==> src/hw/rtl/att_pkg.sv <==
// types and constants of the acknowledgment timeout tracker
`default_nettype none
package att_pkg;

  localparam int SlotsDef  = 16;
  localparam int ReportMax = 16;

  localparam logic [2:0] OP_TRACK  = 3'd0;
  localparam logic [2:0] OP_ACK    = 3'd1;
  localparam logic [2:0] OP_CANCEL = 3'd2;
  localparam logic [2:0] OP_LOOKUP = 3'd3;
  localparam logic [2:0] OP_SWEEP  = 3'd4;

  localparam logic [1:0] ST_OK      = 2'd0;
  localparam logic [1:0] ST_FULL    = 2'd1;
  localparam logic [1:0] ST_NOMATCH = 2'd2;

  localparam logic [1:0] SLOT_FREE    = 2'd0;
  localparam logic [1:0] SLOT_PENDING = 2'd1;
  localparam logic [1:0] SLOT_ACKED   = 2'd2;

  typedef struct packed {
    logic [2:0]  op;
    logic [15:0] src_node;
    logic [63:0] msg_key;
    logic [15:0] dst_node;
    logic [63:0] send_time;
    logic [63:0] deadline;
    logic [63:0] now;
    logic [4:0]  report_limit;
  } cmd_t;

  typedef struct packed {
    logic [1:0]  status;
    logic [15:0] out_source;
    logic [63:0] out_message_id;
    logic [15:0] out_destination;
    logic [63:0] out_send_time;
    logic [4:0]  reported;
    logic [4:0]  occupancy;
    logic [31:0] acks_total;
    logic [31:0] timeouts_total;
    logic        last;
  } res_t;

  typedef struct packed {
    logic [15:0] source;
    logic [63:0] message;
    logic [15:0] destination;
    logic [63:0] send_time;
    logic [63:0] deadline;
  } entry_t;

endpackage
`default_nettype wire

==> src/hw/rtl/ack_timeout_tracker.sv <==
// outstanding message table with ack matching and deadline sweep
// sequence: track/ack/cancel/lookup walk the slots from slot 0 and report at the first hit or
//   at the last slot; sweep makes two passes (count, then free and report) and closes in S_CLOSE
// throughput: one item at a time, busy stays high while the slot memory is walked
// reset: asynchronous, all slots free and counters and sweep time zero, no clearing pass
// unknown ops give one result in the cycle after accept
`default_nettype none
module ack_timeout_tracker #(
  parameter int SLOTS = att_pkg::SlotsDef
) (
  input  wire logic          clk_i,
  input  wire logic          rst_ni,
  input  wire logic          start,
  output logic               busy,
  input  wire att_pkg::cmd_t cmd_i,
  output logic               strobe_o,
  output att_pkg::res_t      res_o
);
  localparam int IW = (SLOTS > 1) ? $clog2(SLOTS) : 1;
  localparam int CW = $clog2(SLOTS + 1);
  localparam logic [IW-1:0] LastIdx = IW'(SLOTS - 1);
  localparam logic [4:0] LimMax = 5'(att_pkg::ReportMax);

  typedef enum logic [3:0] {
    S_IDLE  = 4'b0001,
    S_CNT   = 4'b0010,
    S_WALK  = 4'b0100,
    S_CLOSE = 4'b1000
  } state_e;

  state_e state_q, state_d;
  att_pkg::cmd_t cmd_q, cmd_d;
  logic [IW-1:0] idx_q, idx_d, ev_idx_q, ev_idx_d;
  logic issue_q, issue_d, ev_vld_q, ev_vld_d;
  logic [1:0] st_q [SLOTS];
  logic [1:0] st_d [SLOTS];
  logic [CW-1:0] used_q, used_d, cnt_exp_q, cnt_exp_d, cnt_ack_q, cnt_ack_d;
  logic [31:0] acks_q, acks_d, tmo_q, tmo_d;
  logic [63:0] last_q, last_d;
  logic [4:0] rep_q, rep_d, lim_q, lim_d;
  logic strobe_q, strobe_d;
  att_pkg::res_t res_q, res_d;

  logic we;
  att_pkg::entry_t wentry, rentry;
  logic [CW+4:0] used_ext;
  logic [1:0] est;
  logic match, expd, at_end;

  assign wentry = '{source: cmd_q.src_node, message: cmd_q.msg_key,
                    destination: cmd_q.dst_node, send_time: cmd_q.send_time,
                    deadline: cmd_q.deadline};

  att_ram #(.Width($bits(att_pkg::entry_t)), .Depth(SLOTS)) u_ram (
    .clk_i  (clk_i),
    .we_i   (we),
    .waddr_i(ev_idx_q),
    .wdata_i(wentry),
    .re_i   (issue_q),
    .raddr_i(idx_q),
    .rdata_o(rentry)
  );

  assign est    = st_q[ev_idx_q];
  assign match  = (est == att_pkg::SLOT_PENDING) && (rentry.source == cmd_q.src_node) &&
                  (rentry.message == cmd_q.msg_key);
  assign expd   = (est == att_pkg::SLOT_PENDING) && (cmd_q.now >= rentry.deadline);
  assign at_end = (ev_idx_q == LastIdx);

  always_comb begin
    state_d   = state_q;
    cmd_d     = cmd_q;
    idx_d     = idx_q;
    issue_d   = issue_q;
    ev_vld_d  = 1'b0;
    ev_idx_d  = ev_idx_q;
    st_d      = st_q;
    used_d    = used_q;
    cnt_exp_d = cnt_exp_q;
    cnt_ack_d = cnt_ack_q;
    acks_d    = acks_q;
    tmo_d     = tmo_q;
    last_d    = last_q;
    rep_d     = rep_q;
    lim_d     = lim_q;
    strobe_d  = 1'b0;
    res_d     = '0;
    we        = 1'b0;
    used_ext  = '0;

    if (issue_q) begin
      ev_vld_d = 1'b1;
      ev_idx_d = idx_q;
      if (idx_q == LastIdx) begin
        issue_d = 1'b0;
      end else begin
        idx_d = idx_q + 1'b1;
      end
    end

    case (state_q)
      S_IDLE: begin
        if (start) begin
          cmd_d = cmd_i;
          if (cmd_i.now < last_q) begin
            cmd_d.now = last_q;
          end
          lim_d     = (cmd_i.report_limit > LimMax) ? LimMax : cmd_i.report_limit;
          rep_d     = '0;
          cnt_exp_d = '0;
          cnt_ack_d = '0;
          idx_d     = '0;
          if (cmd_i.op == att_pkg::OP_SWEEP) begin
            last_d  = cmd_d.now;
            state_d = S_CNT;
            issue_d = 1'b1;
          end else if (cmd_i.op <= att_pkg::OP_LOOKUP) begin
            state_d = S_WALK;
            issue_d = 1'b1;
          end else begin
            strobe_d   = 1'b1;
            res_d.last = 1'b1;
          end
        end
      end
      S_CNT: begin
        if (ev_vld_q) begin
          if (expd) begin
            cnt_exp_d = cnt_exp_q + 1'b1;
          end else if (est == att_pkg::SLOT_ACKED) begin
            cnt_ack_d = cnt_ack_q + 1'b1;
          end
          if (at_end) begin
            used_d   = used_q - cnt_exp_d - cnt_ack_d;
            tmo_d    = tmo_q + 32'(cnt_exp_d);
            state_d  = S_WALK;
            idx_d    = '0;
            issue_d  = 1'b1;
            ev_vld_d = 1'b0;
          end
        end
      end
      S_WALK: begin
        if (ev_vld_q) begin
          case (cmd_q.op)
            att_pkg::OP_TRACK: begin
              if (est == att_pkg::SLOT_FREE) begin
                we              = 1'b1;
                st_d[ev_idx_q]  = att_pkg::SLOT_PENDING;
                used_d          = used_q + 1'b1;
                strobe_d        = 1'b1;
                res_d.last      = 1'b1;
                state_d         = S_IDLE;
                issue_d         = 1'b0;
              end else if (at_end) begin
                strobe_d     = 1'b1;
                res_d.status = att_pkg::ST_FULL;
                res_d.last   = 1'b1;
                state_d      = S_IDLE;
              end
            end
            att_pkg::OP_ACK, att_pkg::OP_CANCEL, att_pkg::OP_LOOKUP: begin
              if (match) begin
                if (cmd_q.op == att_pkg::OP_ACK) begin
                  st_d[ev_idx_q] = att_pkg::SLOT_ACKED;
                  acks_d         = acks_q + 32'd1;
                end else if (cmd_q.op == att_pkg::OP_CANCEL) begin
                  st_d[ev_idx_q] = att_pkg::SLOT_FREE;
                  if (used_q != '0) begin
                    used_d = used_q - 1'b1;
                  end
                end else begin
                  res_d.out_destination = rentry.destination;
                  res_d.out_send_time   = rentry.send_time;
                end
                strobe_d   = 1'b1;
                res_d.last = 1'b1;
                state_d    = S_IDLE;
                issue_d    = 1'b0;
              end else if (at_end) begin
                strobe_d     = 1'b1;
                res_d.status = att_pkg::ST_NOMATCH;
                res_d.last   = 1'b1;
                state_d      = S_IDLE;
              end
            end
            att_pkg::OP_SWEEP: begin
              if (expd) begin
                st_d[ev_idx_q] = att_pkg::SLOT_FREE;
                if (rep_q < lim_q) begin
                  strobe_d              = 1'b1;
                  res_d.out_source      = rentry.source;
                  res_d.out_message_id  = rentry.message;
                  res_d.out_destination = rentry.destination;
                  res_d.out_send_time   = rentry.send_time;
                  rep_d                 = rep_q + 5'd1;
                end
              end else if (est == att_pkg::SLOT_ACKED) begin
                st_d[ev_idx_q] = att_pkg::SLOT_FREE;
              end
              if (at_end) begin
                state_d = S_CLOSE;
              end
            end
            default: begin
              state_d = S_IDLE;
              issue_d = 1'b0;
            end
          endcase
        end
      end
      S_CLOSE: begin
        strobe_d       = 1'b1;
        res_d.reported = rep_q;
        res_d.last     = 1'b1;
        state_d        = S_IDLE;
      end
      default: begin
        state_d = S_IDLE;
        issue_d = 1'b0;
      end
    endcase

    used_ext             = {5'b0, used_d};
    res_d.occupancy      = used_ext[4:0];
    res_d.acks_total     = acks_d;
    res_d.timeouts_total = tmo_d;
  end

  always_ff @(posedge clk_i or negedge rst_ni) begin
    if (!rst_ni) begin
      state_q   <= S_IDLE;
      issue_q   <= 1'b0;
      ev_vld_q  <= 1'b0;
      used_q    <= '0;
      cnt_exp_q <= '0;
      cnt_ack_q <= '0;
      acks_q    <= '0;
      tmo_q     <= '0;
      last_q    <= '0;
      rep_q     <= '0;
      strobe_q  <= 1'b0;
      for (int i = 0; i < SLOTS; i++) begin
        st_q[i] <= att_pkg::SLOT_FREE;
      end
    end else begin
      state_q   <= state_d;
      issue_q   <= issue_d;
      ev_vld_q  <= ev_vld_d;
      used_q    <= used_d;
      cnt_exp_q <= cnt_exp_d;
      cnt_ack_q <= cnt_ack_d;
      acks_q    <= acks_d;
      tmo_q     <= tmo_d;
      last_q    <= last_d;
      rep_q     <= rep_d;
      strobe_q  <= strobe_d;
      st_q      <= st_d;
    end
  end

  always_ff @(posedge clk_i) begin
    cmd_q    <= cmd_d;
    idx_q    <= idx_d;
    ev_idx_q <= ev_idx_d;
    lim_q    <= lim_d;
    res_q    <= res_d;
  end

  assign busy     = (state_q != S_IDLE);
  assign strobe_o = strobe_q;
  assign res_o    = res_q;
endmodule
`default_nettype wire

==> src/hw/rtl/att_ram.sv <==
// generic single-port-write ram with registered read
`default_nettype none
module att_ram #(
  parameter int Width = 8,
  parameter int Depth = 16,
  localparam int AW = (Depth > 1) ? $clog2(Depth) : 1
) (
  input  wire logic                   clk_i,
  input  wire logic                   we_i,
  input  wire logic [AW-1:0]          waddr_i,
  input  wire logic [Width-1:0]       wdata_i,
  input  wire logic                   re_i,
  input  wire logic [AW-1:0]          raddr_i,
  output logic      [Width-1:0]       rdata_o
);
  logic [Width-1:0] mem_q [Depth];

  always_ff @(posedge clk_i) begin
    if (we_i) begin
      mem_q[waddr_i] <= wdata_i;
    end
    if (re_i) begin
      rdata_o <= mem_q[raddr_i];
    end
  end
endmodule
`default_nettype wire

==> config.mk <==
export PLATFORM = sky130hd
export DESIGN_NAME = ack_timeout_tracker
export DESIGN_NICKNAME = d
export VERILOG_FILES = /design/src/hw/rtl/att_pkg.sv /design/src/hw/rtl/ack_timeout_tracker.sv /design/src/hw/rtl/att_ram.sv
export SDC_FILE = /design/constraint.sdc
export NUM_CORES = 2
export LEC_CHECK = 0
export ABC_CLOCK_PERIOD_IN_PS = 21900
export BUFFER_PORTS_ARGS = -buffer_cell sky130_fd_sc_hd__buf_2
export CAP_MARGIN = 20
export CORE_MARGIN = 2
export CORE_UTILIZATION = 62
export DETAILED_ROUTE_END_ITERATION = 8
export PLACE_DENSITY = 0.84
export SYNTH_ARGS = -nofsm -noshare
export SYNTH_HDL_FRONTEND = slang
export SYNTH_SLANG_ARGS = --single-unit
==> constraint.sdc <==
create_clock -name clk_i -period 21.9 [get_ports clk_i]
set_input_delay 0 -clock clk_i [delete_from_list [all_inputs] [get_ports clk_i]]
set_output_delay 0 -clock clk_i [all_outputs]
set_load 0.02 [all_outputs]
# After elaboration in Yosys (flattened, before gate mapping)
# Memory sizes are Yosys's and may differ from the RTL's. A register that Yosys moved wholly into a read port is not among the register bits.
# Cells that the tools add are included.
# word_totals
reg_bits,728
ramBits,3584
in_bits,299
word_cells,235
n_memories,1
# memory_table
memory,depth,width,rd,rd_ports_with_merged_regs,write_ports,line,text
u_ram.mem_q,16,224,1,1,1,att_ram.sv:16,logic [Width-1:0] mem_q [Depth];
# op_classes
n_addsub,10
n_lt_le_gt_ge,7
n_eq_ne,29
muxes,113
bitwise_logic,9
n_reduce_logical,19
# op_table
cell,n
two-way mux 32 bit,14
two-way mux 80 bit,5
one-hot mux 80 bit (2 select lines),1
two-way mux 5 bit,22
one-hot mux 32 bit (3 select lines),1
== test 64 bit,1
greater-or-equal comparator 64 bit,1
less-than comparator 64 bit,1
two-way mux 64 bit,1
two-way mux 4 bit,15
one-hot mux 5 bit (2 select lines),5
"adder 32 x 1 -> 32 bit, second input constant",1
adder 32 x 5 -> 32 bit,1
bitwise AND 16 bit,2
bitwise AND 32 bit,1
two-way mux 1 bit,32
NOT 16 bit,2
NOT 32 bit,1
bitwise OR 16 bit,2
one-hot mux 4 bit (3 select lines),2
"adder 5 x 1 -> 5 bit, second input constant",4
== test 16 bit,1
"inequality test 2 bit, second input constant",8
"== test 4 bit, second input constant",3
other kinds (40),60

# Logic depth before layout (Yosys ltp)
# depth
ltp_word,14
ltp_mapped,22
mapped_depth_nobuf,21

# Cells and area by module
# Synthesis repeated with hierarchy kept, for this count alone.
# hier_totals
cells_unflattened,8030
hier_area_um2,170479.8
# modules_own_cells
mod,n_inst,cells_per_inst,area_per_inst_um2,seq_area_each_um2
att_ram,1,5853,141296.8,114349.7
ack_timeout_tracker,1,2177,29183.0,18514.0

# Worst setup path after synthesis
# Ideal clock, no wire load.
# synth_path
kind,reg2reg
start,reg ev_idx_q[0]
end,mem u_ram.mem_q[3][0] in the netlist's numbering (enable)
arrival_time_ns,17.356
setup_slack_ns,3.462
stages_incl_launch_ff,10
n_path_buf,2
synth_period_minus_slack_ns,18.438
path_cell_list,edfxtp_1 > buf_6 > mux4_2 > a22o_1 > a221oi_4 > nand3_1 > clkbuf_1 > nor2_1 > nand3_1 > nor3_1
# synth_between
elab_chain_len,11
# synth_rtl
element,line,text
start: declaration,ack_timeout_tracker.sv:33,"logic [IW-1:0] idx_q, idx_d, ev_idx_q, ev_idx_d;"
start signal: assignment,ack_timeout_tracker.sv:265,ev_idx_q <= ev_idx_d;
NOT 4 -> 5 bit (implied by the code),ack_timeout_tracker.sv:64,assign est = st_q[ev_idx_q];
binary-select mux 2 bit (select 4 bit),ack_timeout_tracker.sv:64,
two-way mux 2 bit (implied by the code) (2 in series),ack_timeout_tracker.sv:64,
zero test 2 bit,ack_timeout_tracker.sv:147,if (est == att_pkg::SLOT_FREE) begin
two-way mux 1 bit,ack_timeout_tracker.sv:147,
two-way mux 1 bit,ack_timeout_tracker.sv:145,case (cmd_q.op)
two-way mux 1 bit,ack_timeout_tracker.sv:144,if (ev_vld_q) begin
two-way mux 1 bit,ack_timeout_tracker.sv:101,case (state_q)
two-way mux 1 bit,att_ram.sv:19,if (we_i) begin
two-way mux 1 bit (implied by the code),att_ram.sv:20,mem_q[waddr_i] <= wdata_i;
end: declaration,att_ram.sv:16,
# Parallel ways exist; a longest one is shown, timed or not. The select of a mux whose other input is x is not followed.

# Worst setup path in the final report
# layout_path
start,reg ev_idx_q[0]
end,mem u_ram.mem_q[3][96] in the netlist's numbering (enable)
# Same word-level chain as after synthesis.

==> impl.org <==
** Finish
- Non-Filler Cell Area, Final :: roughly 200,000 um2
- Of the cells placed in the final design, the portion with a size suffix greater than 1 is 0.288.
- The layout has about 14k filler cells.
- From synthesis to final layout, the design area changed by 16.5%.
- Leaving out filler cells and counting taps, the final layout contains approximately 13k.
- Final Util :: 0.725
- At the end of the flow, the number of nets in the layout was around 9.3k.

** Pwr
- The analysis attributes to cell leakage a power of ~65 nW.
- Of the total power, the share spent switching nets is 0.271.
- PnR Total Power :: roughly 23 mW
- Comb pwr share :: 0.181
- Portion of total power attributed to the clock network :: 0.340
- Power share of the sequential group :: 0.479
- Dividing total power by cell area gives a power density of around 110 nW/um2.
- The worst-case IR drop observed on VDD is between 80 and 90 uV.
- For this design the total switching power over the nets is roughly 6.2 mW.
- Internal power consumption :: 16.6 mW

** Route
- Total number of vias :: 90.1k
- The first routing iteration left between 10k and 15k violations.
- Detailed-route DRC error count :: 0
- The routed design has 482 mm of wire.
- The first TritonRoute pass finished after 6 iterations.
- Dividing the detail-routed via count by the number of cells gives 7.05.
- Routed len/inst :: 37.7 um
- DRT antenna net count :: 0

** Timing
- Worst Slack Setup Final :: about 15 ns
- For the pin with the worst max-slew slack, the measured transition is 1.22 ns.
- Of the available clock period, the critical path in the final layout requires 0.322.
- Final total negative setup slack :: 0 ns
- Hold violation count in the final report :: 0
- The clock arrives with ~0.076 ns of skew.
- Measured against its own limit, the worst slew margin works out to 0.189.
- Fmax achieved :: ~140 MHz
- After layout, the minimum clock period comes to 7.06 ns.
- Setup violations remaining at the end of the flow were counted as 0.
- Max Slew Vio Count :: 0
- Across all hold checks on the routed design, the worst slack comes to ~0.093 ns.
- RSZ-0062 raised after global routing :: no

** Yosys
- The largest total area in the synthesized netlist belongs to edfxtp_1.
- After synthesis the cells add up to 170,000 um2.
- Of the synthesized area, sequential elements account for 0.782.
- For this run, asynchronously set or reset flops after synthesis account for 0.0412.
- The synthesized design contains approximately 4.5k register bits.
- The most used flip-flop cell after synthesis is edfxtp_1.
- By count the netlist is led by edfxtp_1 (4,108), mux4_2 (1,128), clkbuf_1 (249).
- Average size of a mapped cell :: roughly 23 um2
- Post-synth net total :: between 7k and 8k
- Yosys instantiated no cell more often than edfxtp_1.
- Number of warnings printed during yosys synthesis :: 0
- The share of synthesized area in the top cell type comes to 0.726.
- The synthesized design contains around 4k enable-type register cells.
- In the post-synthesis netlist, the biggest area contributors are edfxtp_1 (73%), mux4_2 (15%), dfxtp_1 (2.8%).
- Post-synth cell types :: 76
- Synthesis produced a netlist whose cell count is ~7.4k.

** Floorplan
- The total area inside the core boundary comes to approximately 270,000 um2.
- Overall die area :: ~280,000 um2
- The initial utilization of the core area, before any placement, comes to 0.622.
- Width of the die :: around 530 um
- Io pins :: 538
- The floorplan has about 190 rows.
- The die is approximately 530 um tall.

** Global routing
- The total overflow left after global routing is 0.
- Gr usage total :: 0.347
- The number of antenna violations at the first check in global routing was 33.
- Entering global routing, the biggest net connects about 160 pins.
- Number of global-route vias before repair :: about 92k
- The first global-routing pass estimated slightly below 700 mm of wire.

** Setup path
- Delay contributed by the slowest stage of the critical path :: between 0.9 and 1 ns
- In this run the worst path has a maximum fanout of 44.
- Among the stages of the critical path, the cell type that occurs most often is buf_4.
- The worst setup path is of the flip-flop to flip-flop kind.
- STA classifies the critical path endpoint as a flip-flop.
- Data arrives at the worst endpoint at around 7.6 ns.
- Counting cells, the worst reg-to-reg path comes to 10.
- Data required time of the worst path :: 22.48 ns
- Worst path cell trace :: mux4_2, a22o_1, a221oi_4, nand3_1, nor2_1, nand3_1, nor3_2, buf_4, buf_4, buf_4
- The slowest stage of the critical path is the edfxtp_1 cell.
- STA classifies the critical path startpoint as a flip-flop.

** Clocking
- Once the clock tree was built, the setup fixing pass inserted 0 buffers.
- Longest Clk Path Bufs :: 4
- Buffer cell driving the clock tree root :: clkbuf_16
- Clock-pin slew of the registers on the worst-case setup and hold paths :: around 0.070 ns
- The H-tree was split into 5 levels.
- Buffers inserted during clock tree synthesis total ~430.
- TritonCTS clock tree :: done
- Clock tree synthesis found a total of ~4.5k sinks.
- Source-to-sink clock delay at the later pin of the worst-skew pair :: just under 1 ns
- The number of hold buffers added after CTS was roughly 600.
- Once the clock tree was built, the resizer swapped 0 gates to a different size.

** Place
- Routability-driven placement finished with a final weighted congestion of 0.884.
- Detailed placement finished with a half-perimeter wire length of ~220 mm.
- Setup slack at placement :: about 15 ns
- Placed inst area :: around 180,000 um2
- Input and output buffers added on the ports amount to about 540.
- Post-Place Cells :: 11.4k

** Worst hold path
- Class of the most critical hold timing path :: input port to flip-flop
- Hold depth :: 3

** Outcome
- The flow ran to the end, and the final reports show no timing, DRC or antenna violations.

** Run
- The tool flagged a number of max-cap violations equal to 0.
## power by group through the flow
stage | Clock [mW] | Combinational, mW | Sequential [mW]
detailed placement | 0 | 3.79 | 11.0
global route | 8.04 | 4.31 | 10.9
CTS | 7.73 | 4.04 | 10.9
floorplan | 0 | 2.80 | 10.8
finish | 7.73 | 4.12 | 10.9
global placement | 0 | 3.65 | 10.9
## layer usage
metal  wire length, um  global-route usage  vias up  part of all wire
met5               268                   0        -           0.00056
met1            160000               0.458    46400              0.33
met3             58600              0.0774     1465              0.12
met2            238000               0.565     8528              0.50
li1                  -                   -    33600                 -
met4             24700               0.151       38             0.051
## sequential cells by signal (all words and copies together), names as in the netlist, 4 cells and up
name / count
rep_q: 5
u_ram.mem_q: 3584
cnt_exp_q: 5
cnt_ack_q: 5
cmd_q: 291
acks_q: 32
res_o: 237
state_q: 4
lim_q: 5
st_q: 32
used_q: 5
u_ram.rdata_o: 224
ev_idx_q: 4
idx_q: 4
tmo_q: 32
last_q: 64
## critical path, delay by kind of cell, from the launching register on
| family | cells | cell delay [ns] |
|---|---|---|
| buffers and inverters | 3 | 2.46 |
| AND/OR/NAND/NOR | 4 | 1.80 |
| AO/OA/AOI/OAI | 2 | 0.64 |
| flip-flops | 1 | 0.92 |
| multiplexers | 1 | 0.61 |
## kinds of logic (layout without fill, tap and decap cells)
family	after synthesis	after routing	share of synthesized area
flops	4536	4536	0.782
mux	1296	1296	0.161
simple gates	574	574	0.0184
buf+inv	478	2240	0.0106
compound gates	226	226	0.00879
xor+xnor	158	158	0.00823
fa+ha+maj	153	153	0.0114
other cells	0	11	0
## worst paths after layout
| path | start | to | slack [ns] |
|---|---|---|---|
| max | ev_idx_q[0] | u_ram.mem_q[3][96] | 14.84 |
| min | cmd_i[63] | cmd_q[63] | 0.09 |
| max reg2reg | ev_idx_q[0] | u_ram.mem_q[3][96] | 14.84 |
| min reg2reg | u_ram.rdata_o[127] | res_o[138] | 0.45 |
| max in group asynchronous | rst_ni | last_q[23] | 20.10 |
| min in group asynchronous | rst_ni | used_q[3] | 0.17 |
## cell type report
class	instances	area (um2)	area share
clock buffers	548	11500	0.0581
repair buffers	1276	10100	0.0511
diodes	11	27.5	0.000139
well taps	3589	4490	0.0227
flip-flops and latches	4536	133000	0.671
clock inverters	250	2870	0.0145
inverters	166	631	0.00319
multi-input cells	2407	35400	0.179
## placed cells by master (no fill, tap or decap), types with 9 or more instances in the layout
cell	count
a211oi_1	12
a21o_1	30
a21oi_1	60
and2_1	172
buf_12	22
buf_2	537
buf_4	111
bufinv_16	49
clkbuf_1	89
clkbuf_16	433
clkbuf_8	25
clkinv_1	79
clkinv_16	9
clkinv_2	67
clkinvlp_4	16
dfrtp_1	185
dfxtp_1	237
diode_2	11
dlygate4sd3_1	598
edfxtp_1	4108
ha_1	149
inv_1	165
mux2_2	164
mux4_2	1128
nand2_1	90
nand2b_1	10
nand3_1	54
nand4_1	56
nor2_1	72
nor2_4	12
nor2b_1	15
nor3_1	32
nor4_1	17
o21ai_0	48
xnor2_1	86
xor2_1	71
No activity file was read; power rests on OpenSTA's default activity.
